File: config.mk
export PLATFORM = sky130hd
export DESIGN_NAME = two_class_priority_server_queue
export DESIGN_NICKNAME = d
export VERILOG_FILES = /design/src/design/tcpq_pkg.sv /design/src/design/tcpq_regfile.sv /design/src/design/tcpq_core.sv /design/src/design/two_class_priority_server_queue.sv
export SDC_FILE = /design/constraint.sdc
export NUM_CORES = 2
export LEC_CHECK = 0
export ABC_AREA = 1
export BUFFER_PORTS_ARGS = -buffer_cell sky130_fd_sc_hd__buf_2
export CAP_MARGIN = 20
export CORE_ASPECT_RATIO = 2
export CORE_UTILIZATION = 45
export CTS_BUF_LIST = sky130_fd_sc_hd__clkbuf_4 sky130_fd_sc_hd__clkbuf_8
export CTS_CLUSTER_SIZE = 20
export DETAILED_ROUTE_END_ITERATION = 10
export PLACE_DENSITY = 0.62
export SLEW_MARGIN = 20
export SYNTH_ARGS = -nofsm -noshare
export SYNTH_HDL_FRONTEND = slang
export SYNTH_SLANG_ARGS = --single-unit
File: constraint.sdc
create_clock -name i_clk -period 15.4 [get_ports i_clk]
set_clock_uncertainty 0.1 [all_clocks]
set_input_delay 0.77 -clock i_clk [delete_from_list [all_inputs] [get_ports i_clk]]
set_output_delay 0.77 -clock i_clk [all_outputs]
set_load 0.01 [all_outputs]
File: src/design/tcpq_pkg.sv
// ----------------------------------------------------------------------------
// tcpq_pkg
// Shared types and constants for the two-class priority server queue.
// ----------------------------------------------------------------------------
package tcpq_pkg;

    localparam int FAULT_DEPTH     = 16;
    localparam int TELEMETRY_DEPTH = 16;

    localparam int FAULT_AW = (FAULT_DEPTH > 1) ? $clog2(FAULT_DEPTH) : 1;
    localparam int TELEM_AW = (TELEMETRY_DEPTH > 1) ? $clog2(TELEMETRY_DEPTH) : 1;
    localparam int FAULT_CW = $clog2(FAULT_DEPTH + 1);
    localparam int TELEM_CW = $clog2(TELEMETRY_DEPTH + 1);

    // width that holds the sum of both queue lengths and at least seven bits
    localparam int QMAX_CW = (FAULT_CW > TELEM_CW) ? FAULT_CW : TELEM_CW;
    localparam int QSUM_W  = (QMAX_CW + 1 > 7) ? QMAX_CW + 1 : 7;

    localparam logic [5:0] PEAK_MAX = 6'h3f;

    localparam logic REQ_ARRIVAL = 1'b0;
    localparam logic REQ_DONE    = 1'b1;

    typedef struct packed {
        logic [15:0] tag;
        logic [31:0] ptime;
    } t_entry;

    localparam int ENTRY_W = $bits(t_entry);

    typedef struct packed {
        logic        req_type;
        logic        pkt_is_fault;
        logic [15:0] pkt_tag;
        logic [31:0] pkt_time;
        logic [31:0] now;
    } t_in_item;

    typedef struct packed {
        logic        started;
        logic [15:0] started_tag;
        logic        started_is_fault;
        logic        busy_res;
        logic        dropped;
        logic [4:0]  fault_len;
        logic [4:0]  telemetry_len;
        logic [31:0] served_total;
        logic [31:0] served_fault;
        logic [31:0] served_telemetry;
        logic [47:0] fault_delay_sum;
        logic [5:0]  max_waiting;
    } t_out_item;

endpackage

File: src/design/tcpq_regfile.sv
// ----------------------------------------------------------------------------
// tcpq_regfile
// Small register file: one write port, one asynchronous read port.
// ----------------------------------------------------------------------------
module tcpq_regfile #(
    parameter int DEPTH = 16,
    parameter int WIDTH = 48,
    parameter int AW    = (DEPTH > 1) ? $clog2(DEPTH) : 1
) (
    input  logic             i_clk,
    input  logic             i_we,
    input  logic [AW-1:0]    i_waddr,
    input  logic [WIDTH-1:0] i_wdata,
    input  logic [AW-1:0]    i_raddr,
    output logic [WIDTH-1:0] o_rdata
);

    logic [WIDTH-1:0] r_mem [DEPTH];

    always_ff @(posedge i_clk) begin
        if (i_we) begin
            r_mem[i_waddr] <= i_wdata;
        end
    end

    assign o_rdata = r_mem[i_raddr];

endmodule

File: src/design/tcpq_core.sv
// ----------------------------------------------------------------------------
// tcpq_core
// Server state, class queues and counters; computes one result per item.
// ----------------------------------------------------------------------------
module tcpq_core (
    input  logic                i_clk,
    input  logic                i_rst_n,
    input  logic                i_fire,
    input  tcpq_pkg::t_in_item  i_item,
    output tcpq_pkg::t_out_item o_result
);

    logic [tcpq_pkg::FAULT_AW-1:0] r_f_head, n_f_head;
    logic [tcpq_pkg::FAULT_CW-1:0] r_f_count, n_f_count;
    logic [tcpq_pkg::TELEM_AW-1:0] r_t_head, n_t_head;
    logic [tcpq_pkg::TELEM_CW-1:0] r_t_count, n_t_count;
    logic        r_busy, n_busy;
    logic        r_cur_fault, n_cur_fault;
    logic [15:0] r_cur_tag, n_cur_tag;
    logic [31:0] r_cur_time, n_cur_time;
    logic [31:0] r_srv_total, n_srv_total;
    logic [31:0] r_srv_fault, n_srv_fault;
    logic [31:0] r_srv_telem, n_srv_telem;
    logic [47:0] r_delay_sum, n_delay_sum;
    logic [5:0]  r_peak, n_peak;

    logic                          f_push, t_push, f_pop, t_pop;
    logic [tcpq_pkg::FAULT_AW-1:0] f_tail;
    logic [tcpq_pkg::TELEM_AW-1:0] t_tail;
    logic [tcpq_pkg::QSUM_W-1:0]   f_tail_sum, t_tail_sum;
    tcpq_pkg::t_entry              wr_entry, f_rd_entry, t_rd_entry;
    logic [tcpq_pkg::QSUM_W-1:0]   f_len_ext, t_len_ext, total;
    logic [31:0]                   delay;
    logic [48:0]                   delay_add;
    logic                          started, dropped;

    assign wr_entry.tag   = i_item.pkt_tag;
    assign wr_entry.ptime = i_item.pkt_time;

    // tail = head + count, wrapped
    always_comb begin
        f_tail_sum = tcpq_pkg::QSUM_W'(r_f_head) + tcpq_pkg::QSUM_W'(r_f_count);
        if (f_tail_sum >= tcpq_pkg::QSUM_W'(tcpq_pkg::FAULT_DEPTH)) begin
            f_tail_sum = f_tail_sum - tcpq_pkg::QSUM_W'(tcpq_pkg::FAULT_DEPTH);
        end
        f_tail = f_tail_sum[tcpq_pkg::FAULT_AW-1:0];
        t_tail_sum = tcpq_pkg::QSUM_W'(r_t_head) + tcpq_pkg::QSUM_W'(r_t_count);
        if (t_tail_sum >= tcpq_pkg::QSUM_W'(tcpq_pkg::TELEMETRY_DEPTH)) begin
            t_tail_sum = t_tail_sum - tcpq_pkg::QSUM_W'(tcpq_pkg::TELEMETRY_DEPTH);
        end
        t_tail = t_tail_sum[tcpq_pkg::TELEM_AW-1:0];
    end

    tcpq_regfile #(
        .DEPTH (tcpq_pkg::FAULT_DEPTH),
        .WIDTH (tcpq_pkg::ENTRY_W),
        .AW    (tcpq_pkg::FAULT_AW)
    ) u_fault_q (
        .i_clk   (i_clk),
        .i_we    (i_fire && f_push),
        .i_waddr (f_tail),
        .i_wdata (wr_entry),
        .i_raddr (r_f_head),
        .o_rdata (f_rd_entry)
    );

    tcpq_regfile #(
        .DEPTH (tcpq_pkg::TELEMETRY_DEPTH),
        .WIDTH (tcpq_pkg::ENTRY_W),
        .AW    (tcpq_pkg::TELEM_AW)
    ) u_telem_q (
        .i_clk   (i_clk),
        .i_we    (i_fire && t_push),
        .i_waddr (t_tail),
        .i_wdata (wr_entry),
        .i_raddr (r_t_head),
        .o_rdata (t_rd_entry)
    );

    assign delay     = i_item.now - r_cur_time;
    assign delay_add = {1'b0, r_delay_sum} + 49'(delay);

    always_comb begin
        n_f_head    = r_f_head;
        n_f_count   = r_f_count;
        n_t_head    = r_t_head;
        n_t_count   = r_t_count;
        n_busy      = r_busy;
        n_cur_fault = r_cur_fault;
        n_cur_tag   = r_cur_tag;
        n_cur_time  = r_cur_time;
        n_srv_total = r_srv_total;
        n_srv_fault = r_srv_fault;
        n_srv_telem = r_srv_telem;
        n_delay_sum = r_delay_sum;
        n_peak      = r_peak;
        f_push      = 1'b0;
        t_push      = 1'b0;
        f_pop       = 1'b0;
        t_pop       = 1'b0;
        started     = 1'b0;
        dropped     = 1'b0;

        if (i_item.req_type == tcpq_pkg::REQ_ARRIVAL) begin
            if (!r_busy) begin
                n_busy      = 1'b1;
                n_cur_fault = i_item.pkt_is_fault;
                n_cur_tag   = i_item.pkt_tag;
                n_cur_time  = i_item.pkt_time;
                started     = 1'b1;
            end else if (i_item.pkt_is_fault) begin
                if (r_f_count != tcpq_pkg::FAULT_CW'(tcpq_pkg::FAULT_DEPTH)) begin
                    f_push    = 1'b1;
                    n_f_count = r_f_count + 1'b1;
                end else begin
                    dropped = 1'b1;
                end
            end else begin
                if (r_t_count != tcpq_pkg::TELEM_CW'(tcpq_pkg::TELEMETRY_DEPTH)) begin
                    t_push    = 1'b1;
                    n_t_count = r_t_count + 1'b1;
                end else begin
                    dropped = 1'b1;
                end
            end
        end else if (r_busy) begin
            if (r_srv_total != 32'hffff_ffff) begin
                n_srv_total = r_srv_total + 1'b1;
            end
            if (r_cur_fault) begin
                if (r_srv_fault != 32'hffff_ffff) begin
                    n_srv_fault = r_srv_fault + 1'b1;
                end
                n_delay_sum = delay_add[48] ? 48'hffff_ffff_ffff : delay_add[47:0];
            end else if (r_srv_telem != 32'hffff_ffff) begin
                n_srv_telem = r_srv_telem + 1'b1;
            end
            if (r_f_count != '0) begin
                f_pop       = 1'b1;
                n_cur_fault = 1'b1;
                n_cur_tag   = f_rd_entry.tag;
                n_cur_time  = f_rd_entry.ptime;
                n_f_count   = r_f_count - 1'b1;
                started     = 1'b1;
            end else if (r_t_count != '0) begin
                t_pop       = 1'b1;
                n_cur_fault = 1'b0;
                n_cur_tag   = t_rd_entry.tag;
                n_cur_time  = t_rd_entry.ptime;
                n_t_count   = r_t_count - 1'b1;
                started     = 1'b1;
            end else begin
                n_busy      = 1'b0;
                n_cur_fault = 1'b0;
                n_cur_tag   = '0;
                n_cur_time  = '0;
            end
        end

        if (f_pop) begin
            n_f_head = (r_f_head == tcpq_pkg::FAULT_AW'(tcpq_pkg::FAULT_DEPTH - 1)) ?
                       '0 : r_f_head + 1'b1;
        end
        if (t_pop) begin
            n_t_head = (r_t_head == tcpq_pkg::TELEM_AW'(tcpq_pkg::TELEMETRY_DEPTH - 1)) ?
                       '0 : r_t_head + 1'b1;
        end

        f_len_ext = tcpq_pkg::QSUM_W'(n_f_count);
        t_len_ext = tcpq_pkg::QSUM_W'(n_t_count);
        total     = f_len_ext + t_len_ext;
        if (f_push || t_push) begin
            if (total > tcpq_pkg::QSUM_W'(tcpq_pkg::PEAK_MAX)) begin
                n_peak = tcpq_pkg::PEAK_MAX;
            end else if (total[5:0] > r_peak) begin
                n_peak = total[5:0];
            end
        end
    end

    always_comb begin
        o_result.started          = started;
        o_result.started_tag      = started ? n_cur_tag : '0;
        o_result.started_is_fault = started ? n_cur_fault : 1'b0;
        o_result.busy_res         = n_busy;
        o_result.dropped          = dropped;
        o_result.fault_len        = f_len_ext[4:0];
        o_result.telemetry_len    = t_len_ext[4:0];
        o_result.served_total     = n_srv_total;
        o_result.served_fault     = n_srv_fault;
        o_result.served_telemetry = n_srv_telem;
        o_result.fault_delay_sum  = n_delay_sum;
        o_result.max_waiting      = n_peak;
    end

    always_ff @(posedge i_clk) begin
        if (!i_rst_n) begin
            r_f_head    <= '0;
            r_f_count   <= '0;
            r_t_head    <= '0;
            r_t_count   <= '0;
            r_busy      <= 1'b0;
            r_cur_fault <= 1'b0;
            r_cur_tag   <= '0;
            r_cur_time  <= '0;
            r_srv_total <= '0;
            r_srv_fault <= '0;
            r_srv_telem <= '0;
            r_delay_sum <= '0;
            r_peak      <= '0;
        end else if (i_fire) begin
            r_f_head    <= n_f_head;
            r_f_count   <= n_f_count;
            r_t_head    <= n_t_head;
            r_t_count   <= n_t_count;
            r_busy      <= n_busy;
            r_cur_fault <= n_cur_fault;
            r_cur_tag   <= n_cur_tag;
            r_cur_time  <= n_cur_time;
            r_srv_total <= n_srv_total;
            r_srv_fault <= n_srv_fault;
            r_srv_telem <= n_srv_telem;
            r_delay_sum <= n_delay_sum;
            r_peak      <= n_peak;
        end
    end

endmodule

File: src/design/two_class_priority_server_queue.sv
// ----------------------------------------------------------------------------
// two_class_priority_server_queue
// Single server with strict-priority fault and telemetry queues.
//
// Input channel (i_in_valid / o_in_ready / i_in_item): one item per transfer,
// either a packet arrival or a service-done event for the packet in service.
// Output channel (o_out_valid / i_out_ready / o_out_item): exactly one result
// per input item, in order, with the start, drop and queue status plus the
// served counters, fault delay sum and peak waiting count.
// Path: an item taken into the input register has its result written to the
// output register when it advances; a receiver stall can hold it in between.
// Throughput: one item per cycle while the receiver takes results; the whole
// state update (enqueue or dequeue, priority select, counter and 48-bit delay
// add) sits between the input register and the result register.
// Reset (synchronous, active low): both queues empty, server idle, counters,
// delay sum and peak cleared, both pipeline registers empty.
// Receiver stall: the result register holds; the input register still takes
// one more item, then o_in_ready drops until the result is taken.
// ----------------------------------------------------------------------------
module two_class_priority_server_queue (
    input  logic                i_clk,
    input  logic                i_rst_n,
    input  logic                i_in_valid,
    output logic                o_in_ready,
    input  tcpq_pkg::t_in_item  i_in_item,
    output logic                o_out_valid,
    input  logic                i_out_ready,
    output tcpq_pkg::t_out_item o_out_item
);

    logic                r_in_valid;
    tcpq_pkg::t_in_item  r_in_item;
    logic                r_out_valid;
    tcpq_pkg::t_out_item r_out_item;
    tcpq_pkg::t_out_item result;
    logic                advance;
    logic                fire;

    assign advance    = !r_out_valid || i_out_ready;
    assign fire       = r_in_valid && advance;
    assign o_in_ready = !r_in_valid || advance;

    tcpq_core u_core (
        .i_clk    (i_clk),
        .i_rst_n  (i_rst_n),
        .i_fire   (fire),
        .i_item   (r_in_item),
        .o_result (result)
    );

    always_ff @(posedge i_clk) begin
        if (!i_rst_n) begin
            r_in_valid  <= 1'b0;
            r_out_valid <= 1'b0;
        end else begin
            if (o_in_ready) begin
                r_in_valid <= i_in_valid;
            end
            if (advance) begin
                r_out_valid <= r_in_valid;
            end
        end
    end

    // payload registers
    always_ff @(posedge i_clk) begin
        if (i_in_valid && o_in_ready) begin
            r_in_item <= i_in_item;
        end
        if (fire) begin
            r_out_item <= result;
        end
    end

    assign o_out_valid = r_out_valid;
    assign o_out_item  = r_out_item;

endmodule

==> results.yml <==
outcome:
  result_of_the_run: "finished clean"
cts:
  clk_pin_slew_ps: 70
  clock_insertion_delay_worst_skew_ps: 950
  cts.sink_count: 2026
  cts_hold_fix_bufs: 81
  htree_num_levels: 5
  post_cts.repair.setup_buffers: 0
  cts_buffer_depth: 4
  cts-resized-gates: 0
  ctsRootBufferMaster: "sky130_fd_sc_hd__clkbuf_8"
  tritoncts.num_buffers: 294
  tritoncts: "built"
layout:
  layout-drive-gt1-share_pct: 11.54
  final_nets: 8659
  areaGrowthSynthToFinish_pct: 11.90
  layout.cells.most_common: "sky130_fd_sc_hd__edfxtp_1"
  final_area_um2: 98210
  final_cell_mix: "sky130_fd_sc_hd__edfxtp_1 (1798), sky130_fd_sc_hd__nor2_1 (1366), sky130_fd_sc_hd__nand2_1 (1052)"
yosys:
  post_synth.cell_area_avg_um2: 10.79
  synthesis.nets: 8319
  asyncSetResetFlopFracSynth_pct: 0
  yosysTopAreaCellShare_pct: 61.52
  synth_ff_type: "sky130_fd_sc_hd__edfxtp_1"
  yosys.area.top_type: "sky130_fd_sc_hd__edfxtp_1"
  synth_register_bits: 2026
  netlist_instances: 8136
  synth_enable_flop_cells: 1798
  synthesis.area_um2: 87770
  synth.distinct_cells: 60
  ys_top_cells_by_area: "sky130_fd_sc_hd__edfxtp_1 (62%), sky130_fd_sc_hd__nor2_1 (6.0%), sky130_fd_sc_hd__o21ai_0 (5.6%)"
  ys.warnings.count: 0
  proportion_of_synthesized_chip_area_in_sequential_cells_pct: 66.72
global_routing:
  grt.total_usage_pct: 27.87
  initial_antenna_violation_count: 12
  grt_first_pass_wirelength_mm: 402.9
  grt_pass1_vias: 62800
  grt_start_max_net_pins: 169
  grt_remaining_overflow: 0
worst_setup_path:
  crit_fanout: 11
  cp-end-kind: "register"
  setup.worst_path.class: "register to register"
  required_time_of_the_critical_path_ps: 16100
  cp_data_arrival_time_ps: 6130
  critPathLaunchType: "register"
placement:
  dpl_cell_area_um2: 91630
  place_congestion: 0.9527
  place.port_buffers: 267
  dp.final_hpwl_mm: 172.3
sta:
  timing.fmax_ghz: 0.1839
  setup_total_negative_slack_ps: 0
  layout_worst_path_cycle_share_pct: 35.30
  setup_repair_after_global_routing_missed_its_margin: "false"
  final_hold_viol_count: 0
  final.min_clock_period_ps: 5437
  report.final.slew_viol_count: 0
  worst_slew_pin_slew_ps: 1192
  max-slew-margin-rel_pct: 20.53
  setup-violations-final: 0
drt:
  final_antenna_net_count: 0
  vias: 63880
  number_of_drc_violations_after_detailed_routing: 0
  wl_mm: 280.2
  avgViaCountPerCell: 5.686
  detail_route.wl_per_cell_um: 24.94
  detail_route.iter0.violations: 6095
  detail_route.first_pass.iterations: 8
worst_hold_path:
  min_path_type: "input port to register"
floorplanning:
  floorplan.core_area_um2: 193400
  row_count: 228
  fp.dieH_um: 626.6
  full_die_area_um2: 196900
  initial_core_util_pct: 45.38
  io-pin-count: 268
  dieWidth_um: 314.3
pwr:
  leakage_uw: 0.03577
  peakVddDrop_mv: 0.05321
  powerDensity_nw_per_um2: 115.1
job:
  cap_viol_max_count: 0
## power breakdown
part | internal (µW) | switching, µW
clock network | 2250 | 2050
logic | 245 | 616
registers | 6070 | 78.5
## registers in the layout (all words and copies together), names as in the netlist, 5 cells and up, named ones only
signal                  count
u_core.r_srv_total         32
u_core.r_srv_fault         32
o_out_item                180
u_core.r_cur_time          32
u_core.r_f_count            5
u_core.r_srv_telem         32
u_core.r_cur_tag           16
u_core.u_fault_q.r_mem    768
u_core.r_delay_sum         48
u_core.r_peak               6
u_core.r_t_count            5
u_core.u_telem_q.r_mem    768
r_in_item                  82
## cells in the mapped netlist, drive strengths merged, types with 2 or more instances
cell / number
a211oi: 2
o22ai: 46
a221oi: 2
nor3: 49
xnor2: 23
o21bai: 13
o31ai: 2
nand3b: 11
o221ai: 69
a21o: 7
nand2: 1069
ha: 92
xor2: 78
or2: 31
fa: 5
edfxtp: 1798
a31oi: 3
o21ai: 1061
inv: 600
buf: 184
clkbuf: 254
o21a: 2
o211ai: 267
a21boi: 2
a21oi: 316
clkinv: 3
nand3: 417
nand4: 61
a22oi: 18
dfxtp: 228
nor2: 1409
nor4: 7
## metal layers
layer	vias up	routed length, µm	global-route usage, %	share of wire, %
met4	4	19930	18.31	7.1
met5	-	30	0	0.011
met1	31070	94840	28.94	34
met3	844	17020	3.821	6.1
met2	2735	148400	51.75	53
li1	29230	-	-	-
## worst max-delay path, stage by stage (launching register included)
cell,delay [ps]
sky130_fd_sc_hd__dfxtp_1,400
sky130_fd_sc_hd__inv_1,130
sky130_fd_sc_hd__ha_1,200
sky130_fd_sc_hd__nand3_2,140
sky130_fd_sc_hd__nor2_4,200
sky130_fd_sc_hd__inv_2,80
sky130_fd_sc_hd__nor2_4,140
sky130_fd_sc_hd__inv_2,60
sky130_fd_sc_hd__nor2_2,670
sky130_fd_sc_hd__inv_1,90
sky130_fd_sc_hd__nand2_1,100
sky130_fd_sc_hd__xor2_1,190
sky130_fd_sc_hd__inv_1,100
sky130_fd_sc_hd__ha_1,240
sky130_fd_sc_hd__fa_1,470
sky130_fd_sc_hd__a21oi_1,160
sky130_fd_sc_hd__o21ai_0,100
sky130_fd_sc_hd__xor2_1,170
sky130_fd_sc_hd__ha_1,290
sky130_fd_sc_hd__nand2_1,60
sky130_fd_sc_hd__nor2_1,190
sky130_fd_sc_hd__nand2_1,70
sky130_fd_sc_hd__o21ai_0,140
sky130_fd_sc_hd__nand3_1,180
sky130_fd_sc_hd__inv_1,250
sky130_fd_sc_hd__o21ai_0,160
sky130_fd_sc_hd__o21ai_0,170
sky130_fd_sc_hd__inv_1,60
## path summary, 6_finish.rpt
kind,startpoint,to,slack [ps],cells after the start
max,u_core.r_f_count[1]$_SDFFE_PN0P_,u_core.r_peak[5]$_SDFFE_PN0P_,9960,27
max reg2reg,u_core.r_f_count[1]$_SDFFE_PN0P_,u_core.r_peak[5]$_SDFFE_PN0P_,9960,27
min,i_in_item[65],r_in_item[65]$_DFFE_PP_,130,1
min reg2reg,u_core.r_cur_time[4]$_SDFFE_PN0P_,u_core.r_cur_time[4]$_SDFFE_PN0P_,370,2
## stage by stage
step | power (µW) | setup WS (ps) | utilization (%) | hold slack (ps) | std cells
3_3_place_gp | 7085 | 9954 | 47.37 | 352.9 | 10630
4_1_cts | 11370 | 9911 | 50.73 | 52.32 | 11210
5_1_grt | 11660 | 9447 | 50.77 | 93.05 | 11230
6_report | 11300 | 9963 | 50.78 | 130.0 | 11230
2_1_floorplan | 6747 | 8098 | - | 345.3 | 8136
3_5_place_dp | 7095 | 9931 | 47.37 | 358.2 | 10630
## cells by family after synthesis
family / synth area share, %
AND/OR/NAND/NOR: 14.37
flip-flops: 66.72
AO/OA/AOI/OAI: 11.63
buffers and inverters: 4.826
XOR/XNOR: 1.025
adder cells (fa/ha/maj): 1.426
## layout make-up
| class | instances | area, µm² |
|---|---|---|
| timing repair buffer | 482 | 3196 |
| tap | 2530 | 3166 |
| fill | 17150 | 95200 |
| clock inverter | 106 | 735.7 |
| multi-input combinational | 5069 | 25240 |
| sequential | 2026 | 58580 |
| inverter | 603 | 2307 |
| antenna | 17 | 42.54 |
| clock buffer | 400 | 4949 |
No activity file was read; power rests on OpenSTA's default activity.
